<file path="src/kgd_pkg.sv">
`timescale 1ns / 1ps
package kgd_pkg;

    localparam int KEYS   = 16;
    localparam int KEY_W  = 4;
    localparam int GRP_W  = 4;
    localparam int GROUPS = 16;
    localparam int CNT_W  = 16;
    localparam int DT_W   = 8;
    localparam int CODE_W = 3;

    typedef enum logic [2:0] {
        MODE_IDLE         = 3'd0,
        MODE_DEBOUNCE     = 3'd1,
        MODE_PRESSED      = 3'd2,
        MODE_LONG         = 3'd3,
        MODE_WAIT_RELEASE = 3'd4,
        MODE_WAIT_CLICK   = 3'd5
    } t_mode;

    typedef enum logic [CODE_W-1:0] {
        EV_DOWN   = 3'd0,
        EV_UP     = 3'd1,
        EV_CLICK  = 3'd2,
        EV_DOUBLE = 3'd3,
        EV_LONG   = 3'd4,
        EV_REPEAT = 3'd5,
        EV_COMBO  = 3'd6
    } t_event;

    typedef enum logic [1:0] {
        S_IDLE,
        S_STEP,
        S_LOAD,
        S_KEYS
    } t_phase;

    typedef enum logic [2:0] {
        REG_ENABLED  = 3'd0,
        REG_ACTIVE   = 3'd1,
        REG_GROUPS   = 3'd2,
        REG_EV_EN    = 3'd3,
        REG_DEBOUNCE = 3'd4,
        REG_CLICK    = 3'd5,
        REG_LONG     = 3'd6,
        REG_REPEAT   = 3'd7
    } t_reg;

    typedef struct packed {
        logic [CNT_W-1:0] settle_time;
        logic [CNT_W-1:0] click_window_ms;
        logic [CNT_W-1:0] long_time;
        logic [CNT_W-1:0] repeat_time;
    } t_times;

    function automatic logic [CNT_W-1:0] sat_add(input logic [CNT_W-1:0] a,
                                                 input logic [DT_W-1:0] b);
        logic [CNT_W:0] s;
        s = {1'b0, a} + {{(CNT_W-DT_W+1){1'b0}}, b};
        return s[CNT_W] ? {CNT_W{1'b1}} : s[CNT_W-1:0];
    endfunction

endpackage

</file>
<file path="src/kgd_lane.sv">
`timescale 1ns / 1ps
module kgd_lane (
    input  logic                       i_clk,
    input  logic                       i_rst_n,
    input  logic                       i_step,
    input  logic                       i_en,
    input  logic                       i_down,
    input  logic [kgd_pkg::DT_W-1:0]   i_dt,
    input  kgd_pkg::t_times            i_times,
    output logic                       o_held,
    output logic                       o_ev_valid,
    output kgd_pkg::t_event            o_ev_code
);
    import kgd_pkg::*;

    t_mode            r_mode, n_mode;
    logic [CNT_W-1:0] r_settle, n_settle, r_hold, n_hold;
    logic             r_long, n_long, r_second, n_second;
    logic             r_ev_valid, n_ev_valid;
    t_event           r_ev_code, n_ev_code;
    logic [CNT_W-1:0] settle_sum, hold_sum;

    always_comb begin
        settle_sum = sat_add(r_settle, i_dt);
        hold_sum   = sat_add(r_hold, i_dt);
        n_mode     = r_mode;
        n_settle   = r_settle;
        n_hold     = r_hold;
        n_long     = r_long;
        n_second   = r_second;
        n_ev_valid = 1'b0;
        n_ev_code  = EV_DOWN;
        if (!i_en) begin
            n_mode   = MODE_IDLE;
            n_settle = '0;
            n_hold   = '0;
            n_long   = 1'b0;
            n_second = 1'b0;
        end else begin
            unique case (r_mode)
                MODE_DEBOUNCE: begin
                    if (i_down) begin
                        n_settle = settle_sum;
                        if (settle_sum >= i_times.settle_time) begin
                            n_mode     = MODE_PRESSED;
                            n_hold     = '0;
                            n_long     = 1'b0;
                            n_ev_valid = 1'b1;
                            n_ev_code  = EV_DOWN;
                        end
                    end else begin
                        n_mode   = MODE_IDLE;
                        n_second = 1'b0;
                    end
                end
                MODE_PRESSED: begin
                    if (i_down) begin
                        n_hold = hold_sum;
                        if (hold_sum >= i_times.long_time) begin
                            n_ev_valid = 1'b1;
                            n_ev_code  = EV_LONG;
                            n_long     = 1'b1;
                            n_mode     = MODE_LONG;
                            n_hold     = '0;
                        end
                    end else begin
                        n_mode   = MODE_WAIT_RELEASE;
                        n_settle = '0;
                    end
                end
                MODE_LONG: begin
                    if (i_down) begin
                        n_hold = hold_sum;
                        if (hold_sum >= i_times.repeat_time) begin
                            n_hold     = '0;
                            n_ev_valid = 1'b1;
                            n_ev_code  = EV_REPEAT;
                        end
                    end else begin
                        n_mode   = MODE_WAIT_RELEASE;
                        n_settle = '0;
                    end
                end
                MODE_WAIT_RELEASE: begin
                    if (!i_down) begin
                        n_settle = settle_sum;
                        if (settle_sum >= i_times.settle_time) begin
                            n_ev_valid = 1'b1;
                            n_ev_code  = EV_UP;
                            if (r_long) begin
                                n_mode   = MODE_IDLE;
                                n_second = 1'b0;
                            end else begin
                                n_mode = MODE_WAIT_CLICK;
                                n_hold = '0;
                            end
                            n_long = 1'b0;
                        end
                    end else begin
                        n_mode   = MODE_DEBOUNCE;
                        n_settle = '0;
                    end
                end
                MODE_WAIT_CLICK: begin
                    n_hold = hold_sum;
                    if (i_down) begin
                        n_mode   = MODE_DEBOUNCE;
                        n_settle = '0;
                        n_second = 1'b1;
                    end else if (r_second) begin
                        n_ev_valid = 1'b1;
                        n_ev_code  = EV_DOUBLE;
                        n_mode     = MODE_IDLE;
                        n_second   = 1'b0;
                    end else if (hold_sum >= i_times.click_window_ms) begin
                        n_ev_valid = 1'b1;
                        n_ev_code  = EV_CLICK;
                        n_mode     = MODE_IDLE;
                        n_second   = 1'b0;
                    end
                end
                default: begin
                    n_mode   = MODE_IDLE;
                    n_second = 1'b0;
                    if (i_down) begin
                        n_mode   = MODE_DEBOUNCE;
                        n_settle = '0;
                    end
                end
            endcase
        end
    end

    always_ff @(posedge i_clk) begin
        if (!i_rst_n) begin
            r_mode     <= MODE_IDLE;
            r_settle   <= '0;
            r_hold     <= '0;
            r_long     <= 1'b0;
            r_second   <= 1'b0;
            r_ev_valid <= 1'b0;
            r_ev_code  <= EV_DOWN;
        end else if (i_step) begin
            r_mode     <= n_mode;
            r_settle   <= n_settle;
            r_hold     <= n_hold;
            r_long     <= n_long;
            r_second   <= n_second;
            r_ev_valid <= n_ev_valid;
            r_ev_code  <= n_ev_code;
        end
    end

    assign o_held     = i_en && (r_mode == MODE_PRESSED || r_mode == MODE_LONG);
    assign o_ev_valid = r_ev_valid;
    assign o_ev_code  = r_ev_code;

endmodule

</file>
<file path="src/kgd_merge.sv">
`timescale 1ns / 1ps
module kgd_merge (
    input  logic                                  i_clk,
    input  logic                                  i_rst_n,
    input  logic                                  i_start,
    input  logic                                  i_ev_enable,
    input  logic [kgd_pkg::KEYS-1:0]              i_enabled,
    input  logic [kgd_pkg::KEYS*kgd_pkg::GRP_W-1:0] i_group_map,
    input  logic [kgd_pkg::KEYS-1:0]              i_held,
    input  logic [kgd_pkg::KEYS-1:0]              i_ev_valid,
    input  kgd_pkg::t_event [kgd_pkg::KEYS-1:0]   i_ev_code,
    input  logic                                  i_out_ready,
    output logic                                  o_idle,
    output logic                                  o_step,
    output logic                                  o_out_valid,
    output logic [kgd_pkg::KEY_W-1:0]             o_out_key,
    output kgd_pkg::t_event                       o_out_code,
    output logic                                  o_out_last
);
    import kgd_pkg::*;

    t_phase            r_phase, n_phase;
    logic              r_combo, n_combo;
    logic              r_grp_load, n_grp_load;
    logic [GRP_W-1:0]  r_grp, n_grp;
    logic [KEYS-1:0]   r_pend, n_pend;
    logic              r_vld, n_vld;
    logic [KEY_W-1:0]  r_key, n_key;
    t_event            r_code, n_code;
    logic              r_last, n_last;

    logic [GROUPS-1:0] act;
    logic [KEYS-1:0]   cmask, rest;
    logic [KEY_W-1:0]  pick;
    logic              later, fire;

    always_comb begin
        act = '0;
        for (int g = 1; g < GROUPS; g++) begin
            logic [KEYS-1:0] mem;
            mem = '0;
            for (int k = 0; k < KEYS; k++) begin
                mem[k] = i_enabled[k] && (i_group_map[k*GRP_W +: GRP_W] == GRP_W'(g));
            end
            act[g] = (mem != '0) && ((mem & ~i_held) == '0);
        end
        cmask = '0;
        for (int k = 0; k < KEYS; k++) begin
            cmask[k] = i_enabled[k] && (i_group_map[k*GRP_W +: GRP_W] == r_grp);
        end
        pick = '0;
        for (int k = KEYS - 1; k >= 0; k--) begin
            if (r_pend[k]) begin
                pick = KEY_W'(k);
            end
        end
        later = 1'b0;
        for (int g = 1; g < GROUPS; g++) begin
            if (!r_combo || GRP_W'(g) > r_grp) begin
                later = later | act[g];
            end
        end
        rest = r_pend & ~(KEYS'(1) << pick);
    end

    always_comb begin
        n_phase    = r_phase;
        n_combo    = r_combo;
        n_grp_load = r_grp_load;
        n_grp      = r_grp;
        n_pend     = r_pend;
        n_vld      = r_vld && !i_out_ready;
        n_key      = r_key;
        n_code     = r_code;
        n_last     = r_last;
        fire       = 1'b0;
        unique case (r_phase)
            S_IDLE: begin
                if (i_start) begin
                    n_phase = S_STEP;
                end
            end
            S_STEP: begin
                n_phase = S_LOAD;
            end
            S_LOAD: begin
                n_pend     = i_ev_valid;
                n_combo    = 1'b0;
                n_grp_load = 1'b0;
                n_grp      = GRP_W'(1);
                n_phase    = i_ev_enable ? S_KEYS : S_IDLE;
            end
            S_KEYS: begin
                if (r_grp_load) begin
                    n_pend     = act[r_grp] ? cmask : '0;
                    n_grp_load = 1'b0;
                end else if (r_pend != '0) begin
                    if (!r_vld || i_out_ready) begin
                        fire   = 1'b1;
                        n_vld  = 1'b1;
                        n_key  = pick;
                        n_code = r_combo ? EV_COMBO : i_ev_code[pick];
                        n_last = (rest == '0) && !later;
                        n_pend = rest;
                        if ((rest == '0) && !later) begin
                            n_phase = S_IDLE;
                        end
                    end
                end else if (!later) begin
                    n_phase = S_IDLE;
                end else if (!r_combo) begin
                    n_combo    = 1'b1;
                    n_grp_load = 1'b1;
                end else begin
                    n_grp      = r_grp + GRP_W'(1);
                    n_grp_load = 1'b1;
                end
            end
            default: n_phase = S_IDLE;
        endcase
    end

    always_ff @(posedge i_clk) begin
        if (!i_rst_n) begin
            r_phase    <= S_IDLE;
            r_combo    <= 1'b0;
            r_grp_load <= 1'b0;
            r_grp      <= '0;
            r_pend     <= '0;
            r_vld      <= 1'b0;
        end else begin
            r_phase    <= n_phase;
            r_combo    <= n_combo;
            r_grp_load <= n_grp_load;
            r_grp      <= n_grp;
            r_pend     <= n_pend;
            r_vld      <= n_vld;
        end
    end

    always_ff @(posedge i_clk) begin
        if (fire) begin
            r_key  <= n_key;
            r_code <= n_code;
            r_last <= n_last;
        end
    end

    assign o_idle      = (r_phase == S_IDLE);
    assign o_step      = (r_phase == S_STEP);
    assign o_out_valid = r_vld;
    assign o_out_key   = r_key;
    assign o_out_code  = r_code;
    assign o_out_last  = r_last;

endmodule

</file>
<file path="src/key_gesture_detector_top.sv">
`timescale 1ns / 1ps
// Channel  Direction  Contents
// s_axis   in         tick: key levels and elapsed milliseconds
// m_axis   out        event: key index, event code, tlast on final event of tick
// apb      in/out     configuration registers at byte address 8*i
//
// A tick steps all 16 key lanes together in S_STEP, then S_LOAD takes their
// events and the merge unit walks keys and combo groups in S_KEYS, one event
// per cycle while m_axis_tready holds; the lanes step on a single-cycle strobe.
// A new tick is taken once the walk ends, while the last event may still wait.
// Reset is synchronous: keys idle, registers at their defaults.
module key_gesture_detector_top (
    input  logic        i_clk,
    input  logic        i_rst_n,
    input  logic        s_axis_tvalid,
    output logic        s_axis_tready,
    input  logic [23:0] s_axis_tdata,   // key_levels[15:0], elapsed_ms[23:16]
    output logic        m_axis_tvalid,
    input  logic        m_axis_tready,
    output logic [7:0]  m_axis_tdata,   // key_index[3:0], event_code[6:4], zero[7]
    output logic        m_axis_tlast,
    input  logic        psel,
    input  logic        penable,
    input  logic        pwrite,
    input  logic [5:0]  paddr,
    input  logic [63:0] pwdata,
    output logic [63:0] prdata,
    output logic        pready
);
    import kgd_pkg::*;

    logic [KEYS-1:0]       r_enabled, r_active;
    logic [KEYS*GRP_W-1:0] r_groups;
    logic                  r_ev_en;
    t_times                r_times;
    logic [KEYS-1:0]       r_levels;
    logic [DT_W-1:0]       r_dt;
    logic [KEYS-1:0]       held, ev_valid;
    t_event [KEYS-1:0]     ev_code;
    logic                  idle, step, accept, wr;
    logic [KEY_W-1:0]      out_key;
    t_event                out_code;
    t_reg                  sel;

    assign pready        = 1'b1;
    assign sel           = t_reg'(paddr[5:3]);
    assign wr            = psel && penable && pwrite && pready;
    assign s_axis_tready = idle;
    assign accept        = s_axis_tvalid && s_axis_tready;

    always_ff @(posedge i_clk) begin
        if (!i_rst_n) begin
            r_enabled               <= '0;
            r_active                <= '0;
            r_groups                <= '0;
            r_ev_en                 <= 1'b1;
            r_times.settle_time     <= CNT_W'(20);
            r_times.click_window_ms <= CNT_W'(250);
            r_times.long_time       <= CNT_W'(1000);
            r_times.repeat_time     <= CNT_W'(200);
        end else if (wr) begin
            unique case (sel)
                REG_ENABLED:  r_enabled               <= pwdata[KEYS-1:0];
                REG_ACTIVE:   r_active                <= pwdata[KEYS-1:0];
                REG_GROUPS:   r_groups                <= pwdata[KEYS*GRP_W-1:0];
                REG_EV_EN:    r_ev_en                 <= pwdata[0];
                REG_DEBOUNCE: r_times.settle_time     <= pwdata[CNT_W-1:0];
                REG_CLICK:    r_times.click_window_ms <= pwdata[CNT_W-1:0];
                REG_LONG:     r_times.long_time       <= pwdata[CNT_W-1:0];
                REG_REPEAT:   r_times.repeat_time     <= pwdata[CNT_W-1:0];
                default: ;
            endcase
        end
    end

    always_comb begin
        prdata = '0;
        unique case (sel)
            REG_ENABLED:  prdata[KEYS-1:0]       = r_enabled;
            REG_ACTIVE:   prdata[KEYS-1:0]       = r_active;
            REG_GROUPS:   prdata[KEYS*GRP_W-1:0] = r_groups;
            REG_EV_EN:    prdata[0]              = r_ev_en;
            REG_DEBOUNCE: prdata[CNT_W-1:0]      = r_times.settle_time;
            REG_CLICK:    prdata[CNT_W-1:0]      = r_times.click_window_ms;
            REG_LONG:     prdata[CNT_W-1:0]      = r_times.long_time;
            REG_REPEAT:   prdata[CNT_W-1:0]      = r_times.repeat_time;
            default: ;
        endcase
    end

    always_ff @(posedge i_clk) begin
        if (accept) begin
            r_levels <= s_axis_tdata[KEYS-1:0];
            r_dt     <= s_axis_tdata[23:16];
        end
    end

    for (genvar k = 0; k < KEYS; k++) begin : g_lane
        kgd_lane u_lane (
            .i_clk      (i_clk),
            .i_rst_n    (i_rst_n),
            .i_step     (step),
            .i_en       (r_enabled[k]),
            .i_down     (r_levels[k] == r_active[k]),
            .i_dt       (r_dt),
            .i_times    (r_times),
            .o_held     (held[k]),
            .o_ev_valid (ev_valid[k]),
            .o_ev_code  (ev_code[k])
        );
    end

    kgd_merge u_merge (
        .i_clk       (i_clk),
        .i_rst_n     (i_rst_n),
        .i_start     (accept),
        .i_ev_enable (r_ev_en),
        .i_enabled   (r_enabled),
        .i_group_map (r_groups),
        .i_held      (held),
        .i_ev_valid  (ev_valid),
        .i_ev_code   (ev_code),
        .i_out_ready (m_axis_tready),
        .o_idle      (idle),
        .o_step      (step),
        .o_out_valid (m_axis_tvalid),
        .o_out_key   (out_key),
        .o_out_code  (out_code),
        .o_out_last  (m_axis_tlast)
    );

    assign m_axis_tdata = {1'b0, out_code, out_key};

    assert property (@(posedge i_clk) disable iff (!i_rst_n)
        accept |=> step)
        else $error("lanes did not step after tick transaction");

    assert property (@(posedge i_clk) disable iff (!i_rst_n)
        step |-> !s_axis_tready)
        else $error("tick taken while lanes step");

    assert property (@(posedge i_clk) disable iff (!i_rst_n)
        m_axis_tvalid |-> (m_axis_tdata[7:4] != 4'd7 && m_axis_tdata[7] == 1'b0))
        else $error("invalid event code");

endmodule
</file>
<file path="config.mk">
export PLATFORM = sky130hd
export DESIGN_NAME = key_gesture_detector_top
export DESIGN_NICKNAME = d
export VERILOG_FILES = /design/src/kgd_pkg.sv /design/src/kgd_lane.sv /design/src/kgd_merge.sv /design/src/key_gesture_detector_top.sv
export SDC_FILE = /design/constraint.sdc
export NUM_CORES = 2
export LEC_CHECK = 0
export BUFFER_PORTS_ARGS = -buffer_cell sky130_fd_sc_hd__buf_2
export CORE_MARGIN = 3
export CORE_UTILIZATION = 59
export DETAILED_ROUTE_END_ITERATION = 6
export HOLD_SLACK_MARGIN = 0.12
export PLACE_DENSITY_LB_ADDON = 0.12
export SLEW_MARGIN = 20
export SYNTH_ARGS = -nofsm -noshare
export SYNTH_HDL_FRONTEND = slang
export SYNTH_SLANG_ARGS = --single-unit
</file>
<file path="constraint.sdc">
create_clock -name i_clk -period 7.1 [get_ports i_clk]
set_input_delay 0.355 -clock i_clk [delete_from_list [all_inputs] [get_ports i_clk]]
set_output_delay 0.355 -clock i_clk [all_outputs]
set_load 0.01 [all_outputs]
</file>
After elaboration in Yosys (flattened, before gate mapping):

Cells that the tools add are included.

* bits of input ports: 101
* word-level logic and storage cells: 2635
* register bits: 874

* shift-type cells: 1
* mux-type cells: 1192
* add/subtract/negate cells: 33
* bitwise logic cells: 33
* magnitude comparators: 81
* eq/ne operators: 692
* reductions and logical operators: 472

Operator list (number)
* 2-to-1 mux 16 bit: 276
* one-hot mux 16 bit (5 select lines): 16
* >= comparator 16 bit: 64
* 2-to-1 mux 3 bit: 321
* one-hot mux 16 bit (3 select lines): 16
* adder 16 x 8 -> 17 bit: 32
* equality test 4 bit, second input constant: 128
* 2-to-1 mux 1 bit: 430
* != test 3 x 2 -> 1 bit, second input constant: 112
* logical AND 1 bit: 292
* AND reduction 6 bit: 48
* bitwise AND 16 bit: 16
* equality test 4 x 3 -> 1 bit, second input constant: 64
* logical NOT 16 bit: 16
* nonzero test 16 bit: 16
* != test 3 bit, second input constant: 83
* one-hot mux 3 bit (5 select lines): 16
* one-hot mux 3 bit (4 select lines): 16
* AND reduction 9 bit: 16
* equality test 4 x 2 -> 1 bit, second input constant: 32
* != test 4 x 2 -> 1 bit, second input constant: 32
* != test 4 bit, second input constant: 32
* equality test 3 bit, second input constant: 36
* one-hot mux 15 bit (7 select lines): 1
* other kinds (46): 393

Logic depth before layout (Yosys ltp):

* depth in word-level cells: 43
* gate-level depth with buffers: 26

By module:

From an unflattened synthesis, not the netlist that was laid out.

* cells, all modules: 11790
* area, all modules: 90570.6 µm²

Modules (own cells, without submodules)
* kgd_lane at g_lane[12].u_lane ...: cells an instance 619, sequential area each 820.8 µm², area each 4628.2 µm², instances 9
* kgd_lane at g_lane[0].u_lane ...: cells an instance 605, sequential area each 820.8 µm², area each 4610.7 µm², instances 3
* key_gesture_detector_top: cells an instance 816, sequential area each 3943.8 µm², area each 8196.6 µm², instances 1
* kgd_merge: cells an instance 1121, sequential area each 740.7 µm², area each 8049.0 µm², instances 1
* kgd_lane at g_lane[15].u_lane: cells an instance 622, sequential area each 820.8 µm², area each 4827.1 µm², instances 1
* kgd_lane at g_lane[8].u_lane: cells an instance 626, sequential area each 820.8 µm², area each 4748.3 µm², instances 1
* kgd_lane at g_lane[9].u_lane: cells an instance 617, sequential area each 820.8 µm², area each 4639.4 µm², instances 1
* kgd_lane at g_lane[11].u_lane: cells an instance 602, sequential area each 820.8 µm², area each 4624.4 µm², instances 1

Worst setup path after synthesis:

OpenSTA, ideal clock, no wires.

* kind: reg-to-reg
* start point: reg r_dt[1]
* end point: reg g_lane[13].u_lane.r_hold[10]
* slack: -0.160 ns
* library setup time: 0.060 ns
* cell stages (with the launch flop): 24
* buffers on the path: 3
* data arrival time: 7.200 ns
* cell sequence: edfxtp_1 inv_1 fa_1 nor2b_1 o21ai_0 a21boi_0 o21ai_0 a21oi_1 and4_1 clkbuf_1 nand4_1 clkbuf_1 nand2_1 ha_1 a21o_1 a21o_1 a2111o_1 a211oi_1 nor3_1 a211oi_1 nor3b_1 o2111a_1 buf_2 a22o_1

* longest elaborated chain between the ends: 7
* elaborated cells between the ends (all ways): 16
* classes of those cells: 2 x add/sub; 3 x order compare; 2 x eq/ne; 8 x mux; 1 x reduce/logical

Ends and longest elaborated chain
* start, declared: RTL line key_gesture_detector_top.sv:37 `logic [DT_W-1:0] r_dt;`
* start signal, assigned: RTL line key_gesture_detector_top.sv:94 `r_dt <= s_axis_tdata[23:16];`
* adder 16 x 8 -> 17 bit: RTL line kgd_pkg.sv:59 `s = {1'b0, a} + {{(CNT_W-DT_W+1){1'b0}}, b};`
* 2-to-1 mux 16 bit: RTL line kgd_pkg.sv:60 `return s[CNT_W] ? {CNT_W{1'b1}} : s[CNT_W-1:0];`
* >= comparator 16 bit, on equally long branches: RTL line kgd_lane.sv:74, kgd_lane.sv:59
* 2-to-1 mux 16 bit, on equally long branches: RTL line kgd_lane.sv:74, kgd_lane.sv:59
* 2-to-1 mux 16 bit, on equally long branches: RTL line kgd_lane.sv:72, kgd_lane.sv:57
* one-hot mux 16 bit (5 select lines): RTL line kgd_lane.sv:40 `unique case (r_mode)`
* 2-to-1 mux 16 bit: RTL line kgd_lane.sv:33 `if (!i_en) begin`
* end signal, assigned: RTL line kgd_lane.sv:146 `r_hold <= n_hold;`
* end, declared: RTL line kgd_lane.sv:17 `logic [CNT_W-1:0] r_settle, n_settle, r_hold, n_hold;`

Several ways; a longest one is shown, not always the timed one. The select of a mux whose other input is x is not followed.
A chain may end at the register's enable or synchronous reset.

Worst setup path after layout:

* start point: reg r_dt[0]
* end point: reg g_lane[14].u_lane.r_hold[3]

* longest elaborated chain between the ends: 7
* elaborated cells between the ends (all ways): 16
* classes of those cells: 2 x add/sub; 3 x order compare; 2 x eq/ne; 8 x mux; 1 x reduce/logical

Ends and longest elaborated chain (RTL line)
* adder 16 x 8 -> 17 bit: kgd_pkg.sv:59
* 2-to-1 mux 16 bit: kgd_pkg.sv:60
* >= comparator 16 bit, on equally long branches: kgd_lane.sv:74, kgd_lane.sv:59
* 2-to-1 mux 16 bit, on equally long branches: kgd_lane.sv:74, kgd_lane.sv:59
* 2-to-1 mux 16 bit, on equally long branches: kgd_lane.sv:72, kgd_lane.sv:57
* one-hot mux 16 bit (5 select lines): kgd_lane.sv:40
* 2-to-1 mux 16 bit: kgd_lane.sv:33
* end signal, assigned: kgd_lane.sv:146
* end, declared: kgd_lane.sv:17

Several ways; a longest one is shown, not always the timed one. The select of a mux whose other input is x is not followed.

==> impl_metrics.env <==
export IMPL_setup_tns_ps=0
export IMPL_die_area_mm2=0.142
export IMPL_ir_worst_vdd_v=0.000224
export IMPL_r2r_end="g_lane[14].u_lane.r_hold[3]"
export IMPL_cellLeakagePower_nw=39.4
export IMPL_crit_start="r_dt[0]"
export IMPL_crit_type="flop to flop"
export IMPL_grt_pass1_wl_mm=510
export IMPL_synth_cells=10400
export IMPL_tritoncts="done"
export IMPL_numPortBuffers=171
export IMPL_crit_path_end_kind="flop"
export IMPL_reg2regPathDepth=23
export IMPL_ys_flop_type="dfxtp_1"
export IMPL_boundaryPins=177
export IMPL_cp_start_kind="flop"
export IMPL_multiInputGateArea_mm2=0.0602
export IMPL_tightest_slew_ps=1260
export IMPL_ys_ff_latch=874
export IMPL_max_freq_mhz=150
export IMPL_period_needed_ps=6650
export IMPL_hold_viol_final=0
export IMPL_synth_warnings=0
export IMPL_synth_nets=11800
export IMPL_report_final_slew_viol_count=0
export IMPL_status="complete, but fails checks"
export IMPL_final_period_utilization_pct=93.7
export IMPL_clockBufferDepth=3
export IMPL_power_density_mw_per_mm2=187
export IMPL_htreeDepth=3
export IMPL_grt_max_degree=177
export IMPL_cp_required_ps=7770
export IMPL_routed_wl_mm=348
export IMPL_post_route_util_pct=65.4
export IMPL_drt_pre_antenna_iters=7
export IMPL_clock_skew_ps=36.2
export IMPL_layout_commonest_cell="ha_1"
export IMPL_grt_antenna_before_repair=30
export IMPL_place_area_mm2=0.0844
export IMPL_vias=87200
export IMPL_coreArea_mm2=0.136
export IMPL_row_count=135
export IMPL_grt_util_all_layers_pct=47.1
export IMPL_worstSkewPairLatency_ps=760
export IMPL_hold_start="s_axis_tdata[22]"
export IMPL_nNetsFinal=11900
export IMPL_drive_gt1_share_pct=7.50
export IMPL_critical_path_endpoint="g_lane[14].u_lane.r_hold[3]"
export IMPL_register_area_mm2=0.0178
export IMPL_post_place_ws_ps=435
export IMPL_drt_iter0_drc=12000
export IMPL_clockRootBuffer="clkbuf_16"
export IMPL_synth_cell_types=102
export IMPL_synth_avg_cell_area_um2=7.84
export IMPL_setup_ws_ps=448
export IMPL_ff2ff_setup_slack_ps=450
export IMPL_wl_per_cell_um=28.2
export IMPL_synth_edf_count=32
export IMPL_cts_buffers_inserted=106
export IMPL_max_cap_violations=0
export IMPL_setup_viol=0
export IMPL_rsz0062_at_grt="false"
export IMPL_initial_core_util_pct=59.7
export IMPL_grt_pass1_vias=81600
export IMPL_die_height_um=377
export IMPL_ant_nets=0
export IMPL_grt_remaining_overflow=0
export IMPL_r2r_start="r_dt[0]"
export IMPL_fin_area_mm2=0.0891
export IMPL_async_reset_ff_share_pct=0
export IMPL_layout_common_cells="ha_1 (1283), nand2_1 (1277), dfxtp_1 (842)"
export IMPL_yosysSeqAreaShare_pct=21.9
export IMPL_fin_hold_ws_ps=311
export IMPL_cts_sinks=874
export IMPL_final_cells=12400
export IMPL_dp_cells=12000
export IMPL_power_mw=16.7
export IMPL_fillers=11500
export IMPL_synth_area_mm2=0.0813
export IMPL_vias_per_cell=7.05
export IMPL_drc_errors=28
export IMPL_hold_path_class="input port to flop"
export IMPL_area_growth_pct=9.59
export IMPL_slew_headroom_pct=15.6
export IMPL_place_congestion=1.09
export IMPL_worst_ep_arrival_time_ps=7320
export IMPL_dp_hpwl_mm=240
export IMPL_critPathMaxFanout=10
export IMPL_clkTransAtPathRegs_ps=60
export IMPL_die_x_um=377
export IMPL_violations="design-rule violations"
==> registers in the layout, summed over array words and instances (netlist names), 2 cells and up <==
signal                    cells
r_groups                     64
r_enabled                    16
r_active                     16
u_merge.r_grp                 4
r_levels                     16
u_merge.r_pend               16
g_lane.u_lane.r_mode         48
u_merge.r_phase               2
g_lane.u_lane.r_second       16
r_times                      64
u_merge.o_out_code            3
r_dt                          8
g_lane.u_lane.r_long         16
g_lane.u_lane.o_ev_code      48
g_lane.u_lane.r_hold        256
u_merge.o_out_key             4
g_lane.u_lane.r_settle      256
g_lane.u_lane.o_ev_valid     16
==> Yosys cell counts (56+ instances only) <==
library cell,instances,area (um^2)
a211oi_1,99,743
nor2_1,550,2060
nor2b_1,117,732
nand4_1,171,1070
xnor2_1,237,2080
and2_1,111,694
o21bai_1,77,578
a31oi_1,91,569
o211ai_1,81,608
nor4_1,105,657
ha_1,1283,16100
a21oi_1,821,4110
a22oi_1,57,428
a21o_1,367,2760
xor2_1,137,1200
o21ai_0,513,2570
mux2_2,56,631
nand2_1,1279,4800
nand3_1,355,1780
dfxtp_1,842,16900
inv_1,411,1540
nand2b_1,228,1430
o22ai_1,225,1410
and3_1,107,669
o21a_1,99,743
a22o_1,277,2430
clkbuf_1,418,1570
mux2i_1,64,641
or3_1,60,375
nor3_1,261,1310
==> final cells by class <==
type	instances	share of cell area (%)
well taps	1781	2.50
clock buffers	167	3.55
flip-flops and latches	874	20.0
inverters	418	1.77
multi-input cells	8579	67.5
clock inverters	28	0.500
diodes	25	0.0702
repair buffers	485	4.06
==> per-layer routing <==
metal  up-vias  global-route usage, %  part of all wire (%)
met5         -                  0.137                 0.036
met4        16                   36.0                   9.2
met3      1612                   15.0                    14
met2      5882                   67.7                    40
met1     41000                   58.2                    37
li1      38700                      -                     -
==> kinds of logic (layout without fill, tap and decap cells) <==
family | Yosys count | after routing | synth area share (%)
AO/OA/AOI/OAI | 3210 | 3210 | 26.2
XOR/XNOR | 374 | 374 | 4.03
flip-flops | 874 | 874 | 21.9
multiplexers | 132 | 132 | 1.90
adder cells (fa/ha/maj) | 1316 | 1316 | 20.6
other | 2 | 27 | 0.00924
AND/OR/NAND/NOR | 3545 | 3545 | 21.0
buffers and inverters | 913 | 1098 | 4.33
==> report_power, final <==
part	internal, mW	switching (mW)
registers	5.06	0.163
clock network	3.35	2.41
logic	1.77	3.91
==> worst min-delay path by stage <==
stage                               endpoint  depth (start not counted)
2_1_floorplan  g_lane[3].u_lane.o_ev_code[0]                          2
5_1_grt                              r_dt[5]                          2
6_report                             r_dt[6]                          2
4_1_cts                              r_dt[6]                          2
3_3_place_gp    g_lane[4].u_lane.r_settle[0]                          2
3_5_place_dp    g_lane[4].u_lane.r_settle[0]                          2
==> critical path, stage by stage (launching register included) <==
cell and delay, ps:
edfxtp_1 520, buf_4 430, ha_1 250, inv_1 60, fa_1 380, nor2b_1 150, o21ai_0 120, a21boi_0 250
o21ai_0 150, a21boi_0 320, o21a_1 200, o211ai_1 210, o21bai_1 190, a21boi_0 580, ha_1 370, a21o_1 180
a221o_1 330, a41oi_1 180, nor2_1 90, a41oi_1 400, a21oi_1 170, nor2_1 260, o211ai_1 400, o21ai_0 330
==> timing repair <==
item | CTS | global route
gates resized for setup | 0 | 0
buffers inserted | 0 | 2
endpoints found under the setup margin | 0 | 46
hold buffers | 91 | 0
endpoints found under the hold margin | 188 | 0
No activity file was read; power rests on OpenSTA's default activity.
